### src/hdl/mandelbrot_escape_time_pixel_unit_defines.svh
// ----------------------------------------------------------------------------
// Assertion macros for the escape-time pixel unit
// Shared property forms, clocked on clk and disabled while rst_n is low.
// ----------------------------------------------------------------------------
`ifndef MANDELBROT_ESCAPE_TIME_PIXEL_UNIT_DEFINES_SVH
`define MANDELBROT_ESCAPE_TIME_PIXEL_UNIT_DEFINES_SVH

// Consequent must hold in the same cycle as the antecedent
`define MBE_ASSERT_SAME(lbl, ante, cons, msg) \
    lbl: assert property (@(posedge clk) disable iff (!rst_n) (ante) |-> (cons)) \
        else $error(msg);

// Consequent must hold in the cycle after the antecedent
`define MBE_ASSERT_NEXT(lbl, ante, cons, msg) \
    lbl: assert property (@(posedge clk) disable iff (!rst_n) (ante) |=> (cons)) \
        else $error(msg);

`endif

### src/hdl/mbe_pkg.sv
// ----------------------------------------------------------------------------
// mbe_pkg
// Types and fixed widths shared by the escape-time pixel unit.
// ----------------------------------------------------------------------------
package mbe_pkg;

    localparam int FRAC_BITS = 28;   // Q.28 coordinates
    localparam int CFG_W     = 32;
    localparam int CFG_IDX_W = 3;
    localparam int ORIGIN_W  = 32;
    localparam int STEP_W    = 31;
    localparam int RAD_W     = 31;
    localparam int ITER_W    = 8;
    localparam int PIX_W     = 12;
    localparam int IDX_MAX_W = 16;   // widest pixel index the unit supports
    localparam int Z_W       = 50;   // c and z, signed, never overflows
    localparam int MUL_W     = 33;   // shared multiplier operand width
    localparam int PROD_W    = 2 * MUL_W;
    localparam int SQ_W      = 62;   // square of a value below 2^31

    typedef enum logic [CFG_IDX_W-1:0] {
        REG_ORIGIN_RE = 3'd0,
        REG_ORIGIN_IM = 3'd1,
        REG_STEP_RE   = 3'd2,
        REG_STEP_IM   = 3'd3,
        REG_RADIUS    = 3'd4,
        REG_MAX_ITER  = 3'd5
    } cfg_reg_t;

    typedef enum logic [3:0] {
        ST_IDLE,
        ST_CRE,
        ST_CIM,
        ST_TSQ,
        ST_CHECK,
        ST_MRR,
        ST_MII,
        ST_MRI,
        ST_UPD,
        ST_DONE
    } state_t;

    typedef enum logic [2:0] {
        MUL_NONE,
        MUL_CRE,
        MUL_CIM,
        MUL_TSQ,
        MUL_RR,
        MUL_II,
        MUL_RI
    } mul_op_t;

    typedef struct packed {
        mul_op_t op;
        logic    start;
        logic    step;
        logic    finish;
    } ctrl_t;

    typedef struct packed {
        logic escape_abs;
        logic limit_hit;
        logic mag_inside;
    } status_t;

endpackage

### src/hdl/mbe_mul.sv
// ----------------------------------------------------------------------------
// mbe_mul
// Shared signed multiplier used for the centre, radius and z products.
// ----------------------------------------------------------------------------
module mbe_mul
(
    input  logic signed [mbe_pkg::MUL_W-1:0]  a,
    input  logic signed [mbe_pkg::MUL_W-1:0]  b,
    output logic signed [mbe_pkg::PROD_W-1:0] p
);

    assign p = mbe_pkg::PROD_W'(a) * mbe_pkg::PROD_W'(b);

endmodule

### src/hdl/mbe_dp.sv
// ----------------------------------------------------------------------------
// mbe_dp
// Datapath: pixel centre, z registers, product registers and step count.
// ----------------------------------------------------------------------------
module mbe_dp
#(
    parameter int COORD_BITS = 12
)
(
    input  logic                               clk,
    input  logic                               rst_n,
    input  mbe_pkg::ctrl_t                     ctrl,
    input  logic [mbe_pkg::PIX_W-1:0]          pixel_col,
    input  logic [mbe_pkg::PIX_W-1:0]          pixel_row,
    input  logic signed [mbe_pkg::ORIGIN_W-1:0] origin_re,
    input  logic signed [mbe_pkg::ORIGIN_W-1:0] origin_im,
    input  logic [mbe_pkg::STEP_W-1:0]         step_re,
    input  logic [mbe_pkg::STEP_W-1:0]         step_im,
    input  logic [mbe_pkg::RAD_W-1:0]          escape_radius,
    input  logic [mbe_pkg::ITER_W-1:0]         max_iterations,
    output mbe_pkg::status_t                   status,
    output logic [mbe_pkg::ITER_W-1:0]         count
);

    localparam int ZW = mbe_pkg::Z_W;
    localparam int MW = mbe_pkg::MUL_W;
    localparam int SW = mbe_pkg::SQ_W;

    logic [mbe_pkg::IDX_MAX_W-1:0] col_ext;
    logic [mbe_pkg::IDX_MAX_W-1:0] row_ext;
    logic [COORD_BITS-1:0]         col_reg;
    logic [COORD_BITS-1:0]         row_reg;

    logic signed [ZW-1:0] cr_reg;
    logic signed [ZW-1:0] ci_reg;
    logic signed [ZW-1:0] zr_reg;
    logic signed [ZW-1:0] zi_reg;
    logic [SW-1:0]        tt_reg;
    logic [SW-1:0]        rr_reg;
    logic [SW-1:0]        ii_reg;
    logic signed [SW:0]   ri_reg;
    logic [mbe_pkg::ITER_W-1:0] count_reg;
    logic [mbe_pkg::ITER_W-1:0] count_next;

    logic signed [MW-1:0]             mul_a;
    logic signed [MW-1:0]             mul_b;
    logic signed [mbe_pkg::PROD_W-1:0] prod;

    logic signed [ZW-1:0] centre;
    logic signed [mbe_pkg::ORIGIN_W-1:0] origin_sel;
    logic signed [SW+1:0] sq_diff;
    logic signed [SW+1:0] sq_sh;
    logic signed [SW+1:0] cross_prod;
    logic signed [SW+1:0] cross_sh;
    logic signed [ZW-1:0] zr_upd;
    logic signed [ZW-1:0] zi_upd;
    logic [SW:0]          mag_sum;
    logic [ZW-1:0]        zr_abs;
    logic [ZW-1:0]        zi_abs;
    logic [ZW-1:0]        radius_ext;

    assign col_ext = mbe_pkg::IDX_MAX_W'(pixel_col);
    assign row_ext = mbe_pkg::IDX_MAX_W'(pixel_row);

    // operand select for the shared multiplier
    always_comb
    begin
        unique case (ctrl.op)
            mbe_pkg::MUL_CRE:
            begin
                mul_a = signed'({{(MW-COORD_BITS-1){1'b0}}, col_reg, 1'b1});
                mul_b = signed'({{(MW-mbe_pkg::STEP_W){1'b0}}, step_re});
            end
            mbe_pkg::MUL_CIM:
            begin
                mul_a = signed'({{(MW-COORD_BITS-1){1'b0}}, row_reg, 1'b1});
                mul_b = signed'({{(MW-mbe_pkg::STEP_W){1'b0}}, step_im});
            end
            mbe_pkg::MUL_TSQ:
            begin
                mul_a = signed'({{(MW-mbe_pkg::RAD_W){1'b0}}, escape_radius});
                mul_b = signed'({{(MW-mbe_pkg::RAD_W){1'b0}}, escape_radius});
            end
            mbe_pkg::MUL_RR:
            begin
                mul_a = zr_reg[MW-1:0];
                mul_b = zr_reg[MW-1:0];
            end
            mbe_pkg::MUL_II:
            begin
                mul_a = zi_reg[MW-1:0];
                mul_b = zi_reg[MW-1:0];
            end
            mbe_pkg::MUL_RI:
            begin
                mul_a = zr_reg[MW-1:0];
                mul_b = zi_reg[MW-1:0];
            end
            default:
            begin
                mul_a = '0;
                mul_b = '0;
            end
        endcase
    end

    mbe_mul u_mul
    (
        .a (mul_a),
        .b (mul_b),
        .p (prod)
    );

    // (2*index + 1) * step is non-negative; halve by dropping the low bit
    assign origin_sel = (ctrl.op == mbe_pkg::MUL_CIM) ? origin_im : origin_re;
    assign centre     = ZW'(origin_sel) + signed'({1'b0, prod[ZW-2:0] >> 1});

    // z update with floor shifts back to Q.28
    assign sq_diff    = signed'({2'b00, rr_reg}) - signed'({2'b00, ii_reg});
    assign sq_sh      = sq_diff >>> mbe_pkg::FRAC_BITS;
    assign cross_prod = signed'({ri_reg, 1'b0});
    assign cross_sh   = cross_prod >>> mbe_pkg::FRAC_BITS;
    assign zr_upd     = signed'(sq_sh[ZW-1:0]) + cr_reg;
    assign zi_upd     = signed'(cross_sh[ZW-1:0]) + ci_reg;

    assign mag_sum    = {1'b0, rr_reg} + {1'b0, ii_reg};
    assign zr_abs     = zr_reg[ZW-1] ? unsigned'(-zr_reg) : unsigned'(zr_reg);
    assign zi_abs     = zi_reg[ZW-1] ? unsigned'(-zi_reg) : unsigned'(zi_reg);
    assign radius_ext = {{(ZW-mbe_pkg::RAD_W){1'b0}}, escape_radius};

    assign status.escape_abs = (zr_abs >= radius_ext) || (zi_abs >= radius_ext);
    assign status.limit_hit  = (count_reg >= max_iterations);
    assign status.mag_inside = (mag_sum < {1'b0, tt_reg});

    always_comb
    begin
        priority if (ctrl.start)
            count_next = '0;
        else if (ctrl.step)
            count_next = count_reg + 1'b1;
        else
            count_next = count_reg;
    end

    always_ff @(posedge clk or negedge rst_n)
    begin
        if (!rst_n)
            count_reg <= '0;
        else
            count_reg <= count_next;
    end

    always_ff @(posedge clk)
    begin
        if (ctrl.start)
        begin
            col_reg <= col_ext[COORD_BITS-1:0];
            row_reg <= row_ext[COORD_BITS-1:0];
        end
        if (ctrl.op == mbe_pkg::MUL_CRE)
        begin
            cr_reg <= centre;
            zr_reg <= centre;
        end
        if (ctrl.op == mbe_pkg::MUL_CIM)
        begin
            ci_reg <= centre;
            zi_reg <= centre;
        end
        if (ctrl.op == mbe_pkg::MUL_TSQ)
            tt_reg <= prod[SW-1:0];
        if (ctrl.op == mbe_pkg::MUL_RR)
            rr_reg <= prod[SW-1:0];
        if (ctrl.op == mbe_pkg::MUL_II)
            ii_reg <= prod[SW-1:0];
        if (ctrl.op == mbe_pkg::MUL_RI)
            ri_reg <= prod[SW:0];
        if (ctrl.step)
        begin
            zr_reg <= zr_upd;
            zi_reg <= zi_upd;
        end
    end

    assign count = count_reg;

endmodule

### src/hdl/mbe_ctrl.sv
// ----------------------------------------------------------------------------
// mbe_ctrl
// Sequencer: schedules the shared multiplier and the escape tests per pixel.
// ----------------------------------------------------------------------------
`include "mandelbrot_escape_time_pixel_unit_defines.svh"

module mbe_ctrl
(
    input  logic             clk,
    input  logic             rst_n,
    input  logic             in_valid,
    input  logic             out_free,
    input  mbe_pkg::status_t status,
    output mbe_pkg::ctrl_t   ctrl,
    output logic             busy
);

    mbe_pkg::state_t state_reg;
    mbe_pkg::state_t state_next;

    always_ff @(posedge clk or negedge rst_n)
    begin
        if (!rst_n)
            state_reg <= mbe_pkg::ST_IDLE;
        else
            state_reg <= state_next;
    end

    always_comb
    begin
        unique case (state_reg)
            mbe_pkg::ST_IDLE:  state_next = in_valid ? mbe_pkg::ST_CRE : mbe_pkg::ST_IDLE;
            mbe_pkg::ST_CRE:   state_next = mbe_pkg::ST_CIM;
            mbe_pkg::ST_CIM:   state_next = mbe_pkg::ST_TSQ;
            mbe_pkg::ST_TSQ:   state_next = mbe_pkg::ST_CHECK;
            mbe_pkg::ST_CHECK:
                // limit first, then the cheap per-component radius test
                state_next = (status.limit_hit || status.escape_abs) ?
                             mbe_pkg::ST_DONE : mbe_pkg::ST_MRR;
            mbe_pkg::ST_MRR:   state_next = mbe_pkg::ST_MII;
            mbe_pkg::ST_MII:   state_next = mbe_pkg::ST_MRI;
            mbe_pkg::ST_MRI:   state_next = mbe_pkg::ST_UPD;
            mbe_pkg::ST_UPD:
                state_next = status.mag_inside ? mbe_pkg::ST_CHECK : mbe_pkg::ST_DONE;
            mbe_pkg::ST_DONE:  state_next = out_free ? mbe_pkg::ST_IDLE : mbe_pkg::ST_DONE;
            default:           state_next = mbe_pkg::ST_IDLE;
        endcase
    end

    always_comb
    begin
        ctrl.op     = mbe_pkg::MUL_NONE;
        ctrl.start  = 1'b0;
        ctrl.step   = 1'b0;
        ctrl.finish = 1'b0;
        unique case (state_reg)
            mbe_pkg::ST_IDLE:  ctrl.start  = in_valid;
            mbe_pkg::ST_CRE:   ctrl.op     = mbe_pkg::MUL_CRE;
            mbe_pkg::ST_CIM:   ctrl.op     = mbe_pkg::MUL_CIM;
            mbe_pkg::ST_TSQ:   ctrl.op     = mbe_pkg::MUL_TSQ;
            mbe_pkg::ST_CHECK: ctrl.op     = mbe_pkg::MUL_NONE;
            mbe_pkg::ST_MRR:   ctrl.op     = mbe_pkg::MUL_RR;
            mbe_pkg::ST_MII:   ctrl.op     = mbe_pkg::MUL_II;
            mbe_pkg::ST_MRI:   ctrl.op     = mbe_pkg::MUL_RI;
            mbe_pkg::ST_UPD:   ctrl.step   = status.mag_inside;
            mbe_pkg::ST_DONE:  ctrl.finish = out_free;
            default:           ctrl.op     = mbe_pkg::MUL_NONE;
        endcase
    end

    assign busy = (state_reg != mbe_pkg::ST_IDLE);

    `MBE_ASSERT_SAME(a_one_cmd, 1'b1, $onehot0({ctrl.start, ctrl.step, ctrl.finish}), "overlapping sequencer commands")
    `MBE_ASSERT_SAME(a_step_no_mul, ctrl.step, ctrl.op == mbe_pkg::MUL_NONE, "z update while multiplier in use")

endmodule

### src/hdl/mandelbrot_escape_time_pixel_unit.sv
// The count ends on the step limit, the per-axis radius test or the squared
// magnitude test; it is the number of steps done, at most max_iterations.
// Throughput: one pixel at a time, next request taken in the cycle after the result
// is registered; each step forms three products on the shared 33x33 multiplier.
// Reset: asynchronous, active low; configuration registers to defaults, output valid cleared, sequencer idle.
// ----------------------------------------------------------------------------
// mandelbrot_escape_time_pixel_unit
// Escape-time count for one pixel, with configuration registers and output
// register.
// ----------------------------------------------------------------------------
`include "mandelbrot_escape_time_pixel_unit_defines.svh"

module mandelbrot_escape_time_pixel_unit
#(
    parameter int COORD_BITS = 12
)
(
    input  logic                             clk,
    input  logic                             rst_n,
    input  logic                             cfg_write,
    input  logic [mbe_pkg::CFG_IDX_W-1:0]    cfg_index,
    input  logic [mbe_pkg::CFG_W-1:0]        cfg_data,
    input  logic                             in_valid,
    output logic                             in_stall,
    input  logic [mbe_pkg::PIX_W-1:0]        pixel_col,
    input  logic [mbe_pkg::PIX_W-1:0]        pixel_row,
    output logic                             out_valid,
    input  logic                             out_stall,
    output logic [mbe_pkg::ITER_W-1:0]       iterations
);

    logic signed [mbe_pkg::ORIGIN_W-1:0] origin_re_reg;
    logic signed [mbe_pkg::ORIGIN_W-1:0] origin_im_reg;
    logic [mbe_pkg::STEP_W-1:0]          step_re_reg;
    logic [mbe_pkg::STEP_W-1:0]          step_im_reg;
    logic [mbe_pkg::RAD_W-1:0]           radius_reg;
    logic [mbe_pkg::ITER_W-1:0]          max_iter_reg;

    logic                       out_valid_reg;
    logic [mbe_pkg::ITER_W-1:0] iterations_reg;
    logic                       out_free;
    logic                       busy;
    logic [mbe_pkg::ITER_W-1:0] count;
    mbe_pkg::ctrl_t             ctrl;
    mbe_pkg::status_t           status;

    always_ff @(posedge clk or negedge rst_n)
    begin
        if (!rst_n)
        begin
            origin_re_reg <= 32'shE000_0000;
            origin_im_reg <= 32'shE800_0000;
            step_re_reg   <= 31'h0004_0000;
            step_im_reg   <= 31'h0004_0000;
            radius_reg    <= 31'h2000_0000;
            max_iter_reg  <= 8'hFF;
        end
        else if (cfg_write)
        begin
            // writes beyond the register list are dropped
            unique case (cfg_index)
                mbe_pkg::REG_ORIGIN_RE: origin_re_reg <= signed'(cfg_data);
                mbe_pkg::REG_ORIGIN_IM: origin_im_reg <= signed'(cfg_data);
                mbe_pkg::REG_STEP_RE:   step_re_reg   <= cfg_data[mbe_pkg::STEP_W-1:0];
                mbe_pkg::REG_STEP_IM:   step_im_reg   <= cfg_data[mbe_pkg::STEP_W-1:0];
                mbe_pkg::REG_RADIUS:    radius_reg    <= cfg_data[mbe_pkg::RAD_W-1:0];
                mbe_pkg::REG_MAX_ITER:  max_iter_reg  <= cfg_data[mbe_pkg::ITER_W-1:0];
                default:                max_iter_reg  <= max_iter_reg;
            endcase
        end
    end

    assign out_free = !out_valid_reg || !out_stall;

    mbe_ctrl u_ctrl
    (
        .clk      (clk),
        .rst_n    (rst_n),
        .in_valid (in_valid),
        .out_free (out_free),
        .status   (status),
        .ctrl     (ctrl),
        .busy     (busy)
    );

    mbe_dp #(
        .COORD_BITS (COORD_BITS)
    ) u_dp
    (
        .clk            (clk),
        .rst_n          (rst_n),
        .ctrl           (ctrl),
        .pixel_col      (pixel_col),
        .pixel_row      (pixel_row),
        .origin_re      (origin_re_reg),
        .origin_im      (origin_im_reg),
        .step_re        (step_re_reg),
        .step_im        (step_im_reg),
        .escape_radius  (radius_reg),
        .max_iterations (max_iter_reg),
        .status         (status),
        .count          (count)
    );

    // hold the result until taken; the sequencer waits for a free slot
    always_ff @(posedge clk or negedge rst_n)
    begin
        if (!rst_n)
            out_valid_reg <= 1'b0;
        else if (ctrl.finish)
            out_valid_reg <= 1'b1;
        else if (!out_stall)
            out_valid_reg <= 1'b0;
    end

    always_ff @(posedge clk)
    begin
        if (ctrl.finish)
            iterations_reg <= count;
    end

    assign in_stall   = busy;
    assign out_valid  = out_valid_reg;
    assign iterations = iterations_reg;

    `MBE_ASSERT_NEXT(a_busy_after_req, in_valid && !in_stall, in_stall, "request accepted but unit not busy")
    `MBE_ASSERT_NEXT(a_result_shown, ctrl.finish, out_valid_reg, "finished pixel not presented")

endmodule

### config.mk
export PLATFORM = sky130hd
export DESIGN_NAME = mandelbrot_escape_time_pixel_unit
export DESIGN_NICKNAME = d
export VERILOG_FILES = /design/src/hdl/mbe_pkg.sv /design/src/hdl/mbe_mul.sv /design/src/hdl/mbe_dp.sv /design/src/hdl/mbe_ctrl.sv /design/src/hdl/mandelbrot_escape_time_pixel_unit.sv
export VERILOG_INCLUDE_DIRS = /design/src /design/src/hdl
export SDC_FILE = /design/constraint.sdc
export NUM_CORES = 2
export LEC_CHECK = 0
export BUFFER_PORTS_ARGS = -buffer_cell sky130_fd_sc_hd__buf_2
export CORE_ASPECT_RATIO = 1.1
export CORE_MARGIN = 4
export CORE_UTILIZATION = 52
export DETAILED_ROUTE_END_ITERATION = 8
export GPL_TIMING_DRIVEN = 0
export PLACE_DENSITY = 0.74
export SLEW_MARGIN = 25
export SYNTH_ARGS = -nofsm -noshare
export SYNTH_HDL_FRONTEND = slang
export SYNTH_SLANG_ARGS = --single-unit
### constraint.sdc
create_clock -name clk -period 19 [get_ports clk]
set_input_delay 0.95 -clock clk [delete_from_list [all_inputs] [get_ports clk]]
set_output_delay 0.95 -clock clk [all_outputs]
set_load 0.01 [all_outputs]
=== Word-level counts from Yosys, hierarchy flattened ===
Cells that the tools add are included.

* Register bits: 659
* Output and inout port bits: 10
* Word-level logic and storage cells: 95

* Add/subtract/negate cells: 8
* $mul: 1
* Order comparisons: 4
* Eq/ne operators: 21
* Mux-type cells: 22
* Reduce and logical (&&, ||, !) cells: 19

{| class="wikitable"
|+ Operators with widths
! operator !! count
|-
| $pmux W33 S5 || 2
|-
| $mux W50 || 6
|-
| $ge A50 B31 Y1 || 2
|-
| $neg A50 Y50 || 2
|-
| $add A62 B62 Y63 || 1
|-
| $lt A63 B62 Y1 || 1
|-
| $mul A33 B33 Y63 || 1
|-
| $sub A62 B62 Y63 || 1
|-
| $add A32 B49 Y50 || 1
|-
| $add A35 B50 Y50 || 1
|-
| $add A36 B50 Y50 || 1
|-
| $pmux W4 S10 || 1
|-
| $mux W32 || 1
|-
| $pmux W3 S6 || 1
|-
| $eq A4 B3 Y1 const B || 4
|-
| $mux W8 || 2
|-
| $eq A3 B3 Y1 const B || 5
|-
| $eq A3 B2 Y1 const B || 4
|-
| $mux W4 || 3
|-
| $reduce_and A2 Y1 || 6
|-
| $add A8 B1 Y8 const B || 1
|-
| $eq A4 B2 Y1 const B || 2
|-
| $eq A4 B4 Y1 const B || 2
|-
| $ge A8 B8 Y1 || 1
|-
| 11 further kinds || 23
|}

=== Logic depth before layout (Yosys ltp) ===
* Word-level depth: 9
* Gate-level depth with buffers: 53
* Mapped depth without buffers: 48

=== Cells and area by module ===
From an unflattened synthesis, not the netlist that was laid out.

* Cell total of the unflattened synthesis: 8,404
* Area total of the unflattened synthesis: 82,093.7 um^2

{| class="wikitable"
|+ Modules (own cells, without submodules)
! module !! times used !! cells an instance !! area each (um^2) !! sequential area each (um^2)
|-
| mbe_mul || 1 || 4,195 || 38,854.8 || 0.0
|-
| mbe_dp || 1 || 3,809 || 36,436.2 || 13,593.0
|-
| mandelbrot_escape_time_pixel_unit || 1 || 363 || 6,505.0 || 4,416.7
|-
| mbe_ctrl || 1 || 37 || 297.8 || 100.1
|}

=== Worst setup path before layout ===
No wires, ideal clock.

* Path kind: register -> register
* Start: reg u_ctrl.state_reg[3]
* End: reg u_dp.zi_reg[49], data pin
* Setup time: 260 ps
* Arrival: 13,296 ps
* Setup slack: 5,444 ps
* Stages on the path, launching flop included: 49
* Buffers on the path: 6
* Period minus slack after synthesis: 13,556 ps
* Cell sequence: dfrtp_1 clkbuf_1 nor2_1 and2_1 clkbuf_1 nor2b_1 clkbuf_1 clkbuf_1 clkbuf_1 a22oi_1 nand4_1 clkbuf_1 nand2_1 fa_1 fa_1 inv_1 fa_1 inv_1 (+13 left out) a211oi_1 nor3_1 or2_2 a221o_1 a21o_1 a21oi_1 xnor2_1 ha_1 a21o_1 a21oi_1 nor3b_1 a221oi_1 maj3_1 a211o_1 a21o_1 a21oi_1 xnor2_1 mux2_2

* Longest elaborated chain between the ends: 9
* Elaborated cells between the ends (all ways): 24
* Those cells by class: add/sub: 1; mul: 1; eq/ne: 13; mux: 7; reduce/logical: 2

{| class="wikitable"
|+ RTL lines
! element !! line !! RTL
|-
| from (decl) || mbe_ctrl.sv:18 || <nowiki>mbe_pkg::state_t state_reg;</nowiki>
|-
| from (signal assigned) || mbe_ctrl.sv:24 || <nowiki>state_reg <= mbe_pkg::ST_IDLE;</nowiki>
|-
| from (signal assigned) || mbe_ctrl.sv:26 || <nowiki>state_reg <= state_next;</nowiki>
|-
| $eq A4 B3 Y1, or another cell as far along || mbe_ctrl.sv:56 || <nowiki>unique case (state_reg)</nowiki>
|-
| $pmux W3 S6 * || mbe_ctrl.sv:56 ||
|-
| $eq A3 B3 Y1 || mbe_dp.sv:68 || <nowiki>unique case (ctrl.op)</nowiki>
|-
| $reduce_or A2 Y1 (no source line) || n/a ||
|-
| $pmux W33 S5 || mbe_dp.sv:68 ||
|-
| $mul A33 B33 Y63 * || mbe_mul.sv:12 || <nowiki>assign p = mbe_pkg::PROD_W'(a) * mbe_pkg::PROD_W'(b);</nowiki>
|-
| via u_dp.prod (one bit) || mbe_dp.sv:47 || <nowiki>logic signed [mbe_pkg::PROD_W-1:0] prod;</nowiki>
|-
| $add A32 B49 Y50 * || mbe_dp.sv:116 || <nowiki>assign centre = ZW'(origin_sel) + signed'({1'b0, prod[ZW-2:0] >> 1});</nowiki>
|-
| via u_dp.centre[49] || mbe_dp.sv:49 || <nowiki>logic signed [ZW-1:0] centre;</nowiki>
|-
| $mux W50 * || mbe_dp.sv:165 || <nowiki>if (ctrl.op == mbe_pkg::MUL_CIM)</nowiki>
|-
| $mux W50 * || mbe_dp.sv:178 || <nowiki>if (ctrl.step)</nowiki>
|-
| to (signal assigned) || mbe_dp.sv:168 || <nowiki>zi_reg <= centre;</nowiki>
|-
| to (signal assigned) || mbe_dp.sv:181 || <nowiki>zi_reg <= zi_upd;</nowiki>
|-
| to (decl) || mbe_dp.sv:37 || <nowiki>logic signed [ZW-1:0] zi_reg;</nowiki>
|}

The timed path passes the listed nets; every way through them passes the cells marked *. The select of a mux whose other input is x is not followed.
A chain may end at the register's enable or synchronous reset.

=== Final worst setup path ===
* Start: reg u_ctrl.state_reg[0]
* End: reg u_dp.zr_reg[48], data pin

* Longest elaborated chain between the ends: 9
* Elaborated cells between the ends (all ways): 24
* Those cells by class: add/sub: 1; mul: 1; eq/ne: 13; mux: 7; reduce/logical: 2

{| class="wikitable"
|+ RTL lines
! element !! line !! RTL
|-
| $eq A4 B3 Y1, or another cell as far along || mbe_ctrl.sv:56 ||
|-
| $pmux W3 S6 * || mbe_ctrl.sv:56 ||
|-
| $eq A3 B3 Y1 || mbe_dp.sv:68 ||
|-
| $reduce_or A2 Y1 (no source line) || n/a ||
|-
| $pmux W33 S5 || mbe_dp.sv:68 ||
|-
| $mul A33 B33 Y63 * || mbe_mul.sv:12 ||
|-
| via u_dp.prod (one bit) || mbe_dp.sv:47 ||
|-
| $add A32 B49 Y50 * || mbe_dp.sv:116 ||
|-
| via u_dp.centre[48] || mbe_dp.sv:49 ||
|-
| $mux W50 * || mbe_dp.sv:160 || <nowiki>if (ctrl.op == mbe_pkg::MUL_CRE)</nowiki>
|-
| $mux W50 * || mbe_dp.sv:178 ||
|-
| to (signal assigned) || mbe_dp.sv:163 || <nowiki>zr_reg <= centre;</nowiki>
|-
| to (signal assigned) || mbe_dp.sv:180 || <nowiki>zr_reg <= zr_upd;</nowiki>
|-
| to (decl) || mbe_dp.sv:36 || <nowiki>logic signed [ZW-1:0] zr_reg;</nowiki>
|}

Marks and branches as above.

==> results.md <==
* DRC at 0
* Commonest non-fill, non-tap cell in the layout: inv_1
* Unique cell type count in the Yosys netlist at 91
* Reg clk slew, reported paths at 0.07 ns
* Drt pass-1 iters at 7
* Synthesized flop and latch total at 632
* Part of the Yosys area used for sequential elements at 0.234
* Post-synth EDFFs at 454
* Critical path's top delay family: adder cells
* Ys Warns at 0
* Routed Wire Length at 289 mm
* Total I/O pin count at 74
* Clock latency on the worst-skew pair at 0.66 ns
* TritonCTS buffer count at 67
* CTS tree: yes
* Port bufs at 72
* Final ANT Viol Nets at 0
* CP max stage delay at 0.84 ns
* Total grt overflow at 0
* Most frequent cells in the layout: 1339 x inv_1, 1116 x fa_1, 920 x nand2_1
* Worst-case clock buffer depth at 3
* Finished Cell Area at 0.0834 mm2
* Synth-to-Final Area Change at 7.66%
* Routed WL per cell at 28.3 um
* RSZ-0062 raised after global routing: false
* Clk root buf: clkbuf_16
* Max-cap violations at 0
* Die height at 413 um
* Initial antenna violation count at 21
* Post-DP HPWL at 240 mm
* Global-route usage over all layers at 0.374
* CTS sink cnt at 632
* CTS H-tree lvls at 3
* Layout Nets at 10000
* Hold Crit Class: in -> async
* Setup crit start kind: flip-flop
* Crit path top cell by count: fa_1
* Tcrit/Tclk final at 0.883
* Storage cell area at 0.0181 mm2
* Crit path depth at 43
* R2R cell count at 43
* Final Slew Violations at 0
* CP max FO at 32
* Final hold violations at 0
* Critical path class: reg -> reg
* Ys async rst share at 0.282
* Critical Path AT at 17.21 ns
* DP Area at 0.0811 mm2
* Status: complete, no violations
* Average size of a mapped cell at 9.65 um2
* CTS Hold Bufs at 0
* Slowest CP cell: nor2_1
* Vias in the first global route at 63543
* Slew @ Worst Pin at 1.20 ns
* Row count at 148
* Fin crit period at 16.77 ns
* DRT iter0 DRCs at 7530
* Syn Nets at 9823
* First-pass GRT wire length at 421 mm
* Core area at 0.148 mm2
* Setup_tns at 0 ns
* Die W at 376 um
* Post-Syn Area at 0.0775 mm2
* Critical path buffers and inverters at 12
* Filler Cells Inserted at 13084
* Post-CTS setup buffer count at 0
* Crit. End Element: flip-flop
* # setup viols final at 0
* Initial Util at 0.524
* Via count at 62778
* Post_cts resized at 0
* Multi-input logic area at 0.0534 mm2
* Pin count of the biggest net entering global routing at 83
* Post-route clock skew at 0.0334 ns
* Post-Synthesis Cells at 8028
* Fmax at 0.0596 GHz
* CP Data Required Time at 19.44 ns
* Primary FF master, synth: edfxtp_1
* Avg Vias per Cell at 6.14
* Layout cells sized above 1 at 0.0646
* Relative slew slack at 0.203
* Die Area at 0.155 mm2
* GP Congestion at 1.04
-- Yosys cell counts (all sizes together), types with 24 or more instances --
cell type / instances / share of area
and2: 55 / 0.0044
o31ai: 48 / 0.0047
nor2: 728 / 0.035
o21bai: 75 / 0.0073
or3: 33 / 0.0027
xor2: 80 / 0.0090
nand2b: 44 / 0.0036
nor2b: 44 / 0.0036
ha: 614 / 0.099
nor3: 75 / 0.0049
a21oi: 339 / 0.022
dfrtp: 160 / 0.052
and4: 35 / 0.0040
nand4: 69 / 0.0056
nand3: 53 / 0.0034
clkbuf: 283 / 0.014
a22oi: 74 / 0.0072
a211oi: 31 / 0.0030
a21o: 170 / 0.016
o21ai: 272 / 0.018
mux2: 175 / 0.025
edfxtp: 454 / 0.18
inv: 1339 / 0.065
fa: 1117 / 0.29
o21a: 35 / 0.0034
nand2: 920 / 0.045
and3: 28 / 0.0023
xnor2: 283 / 0.032
buf: 40 / 0.0022
or2: 29 / 0.0023
o211ai: 24 / 0.0023
nor4: 27 / 0.0022
a31oi: 29 / 0.0023
-- through the flow --
stage | std cells | worst slack, ns | hold WS, ns | utilization
final | 10226 | 2.23 | 0.134 | 0.564
after detailed placement | 10081 | 2.72 | 0.492 | 0.548
after CTS | 10201 | 2.68 | 0.119 | 0.563
after floorplan | 8028 | 5.44 | 0.471 | -
after global routing | 10206 | 2.05 | 0.129 | 0.563
after global placement | 10050 | -1.98 | 0.484 | 0.542
-- final timing paths --
kind	startpoint	endpoint	slack (ns)
max	u_ctrl.state_reg[0]$_DFF_PN0_	u_dp.zr_reg[48]$_DFFE_PP_	2.23
min	rst_n	u_dp.count[7]$_DFFE_PN0P_	0.13
max reg2reg	u_ctrl.state_reg[0]$_DFF_PN0_	u_dp.zr_reg[48]$_DFFE_PP_	2.23
min reg2reg	origin_im_reg[22]$_DFFE_PN0P_	origin_im_reg[22]$_DFFE_PN0P_	0.50
max in group asynchronous	rst_n	radius_reg[29]$_DFFE_PN1P_	17.74
min in group clk	pixel_col[6]	u_dp.col_reg[6]$_DFFE_PP_	0.47
-- worst reg2reg max path: cells and delay by family (launching register included) --
kind | cells | cell delay, ns
adder cells (fa/ha/maj) | 10 | 4.93
buffers and inverters | 12 | 4.63
AO/OA/AOI/OAI | 10 | 3.83
AND/OR/NAND/NOR | 10 | 2.46
flip-flops | 1 | 0.52
multiplexers | 1 | 0.18
-- per-layer routing --
metal  track usage  wire length [um]
met1         0.494            111000
met2         0.559            123000
met3         0.100             34200
met4         0.215             21100
met5             0                80
-- final cells by class --
class	count	area share
Antenna cell	20	0.000600
Buffer	323	0.0153
Clock buffer	89	0.0226
Clock inverter	31	0.00398
Inverter	1343	0.0604
Multi-Input combinational cell	5730	0.640
Sequential cell	632	0.217
Tap cell	1950	0.0293
Timing Repair Buffer	108	0.0107
-- kinds of logic after synthesis --
family,count (synthesis),share of synthesized area
AOI/OAI and AO/OA,1263,0.105
xor gates and xnor gates,365,0.0416
adders and majority gates,1732,0.388
buffers and inverters,1666,0.0810
DFF,632,0.234
muxes,182,0.0263
and+or+nand+nor,2188,0.124
Power is not shown: default switching activity piles up to over one toggle a cycle in this logic, so the estimate is an artifact.
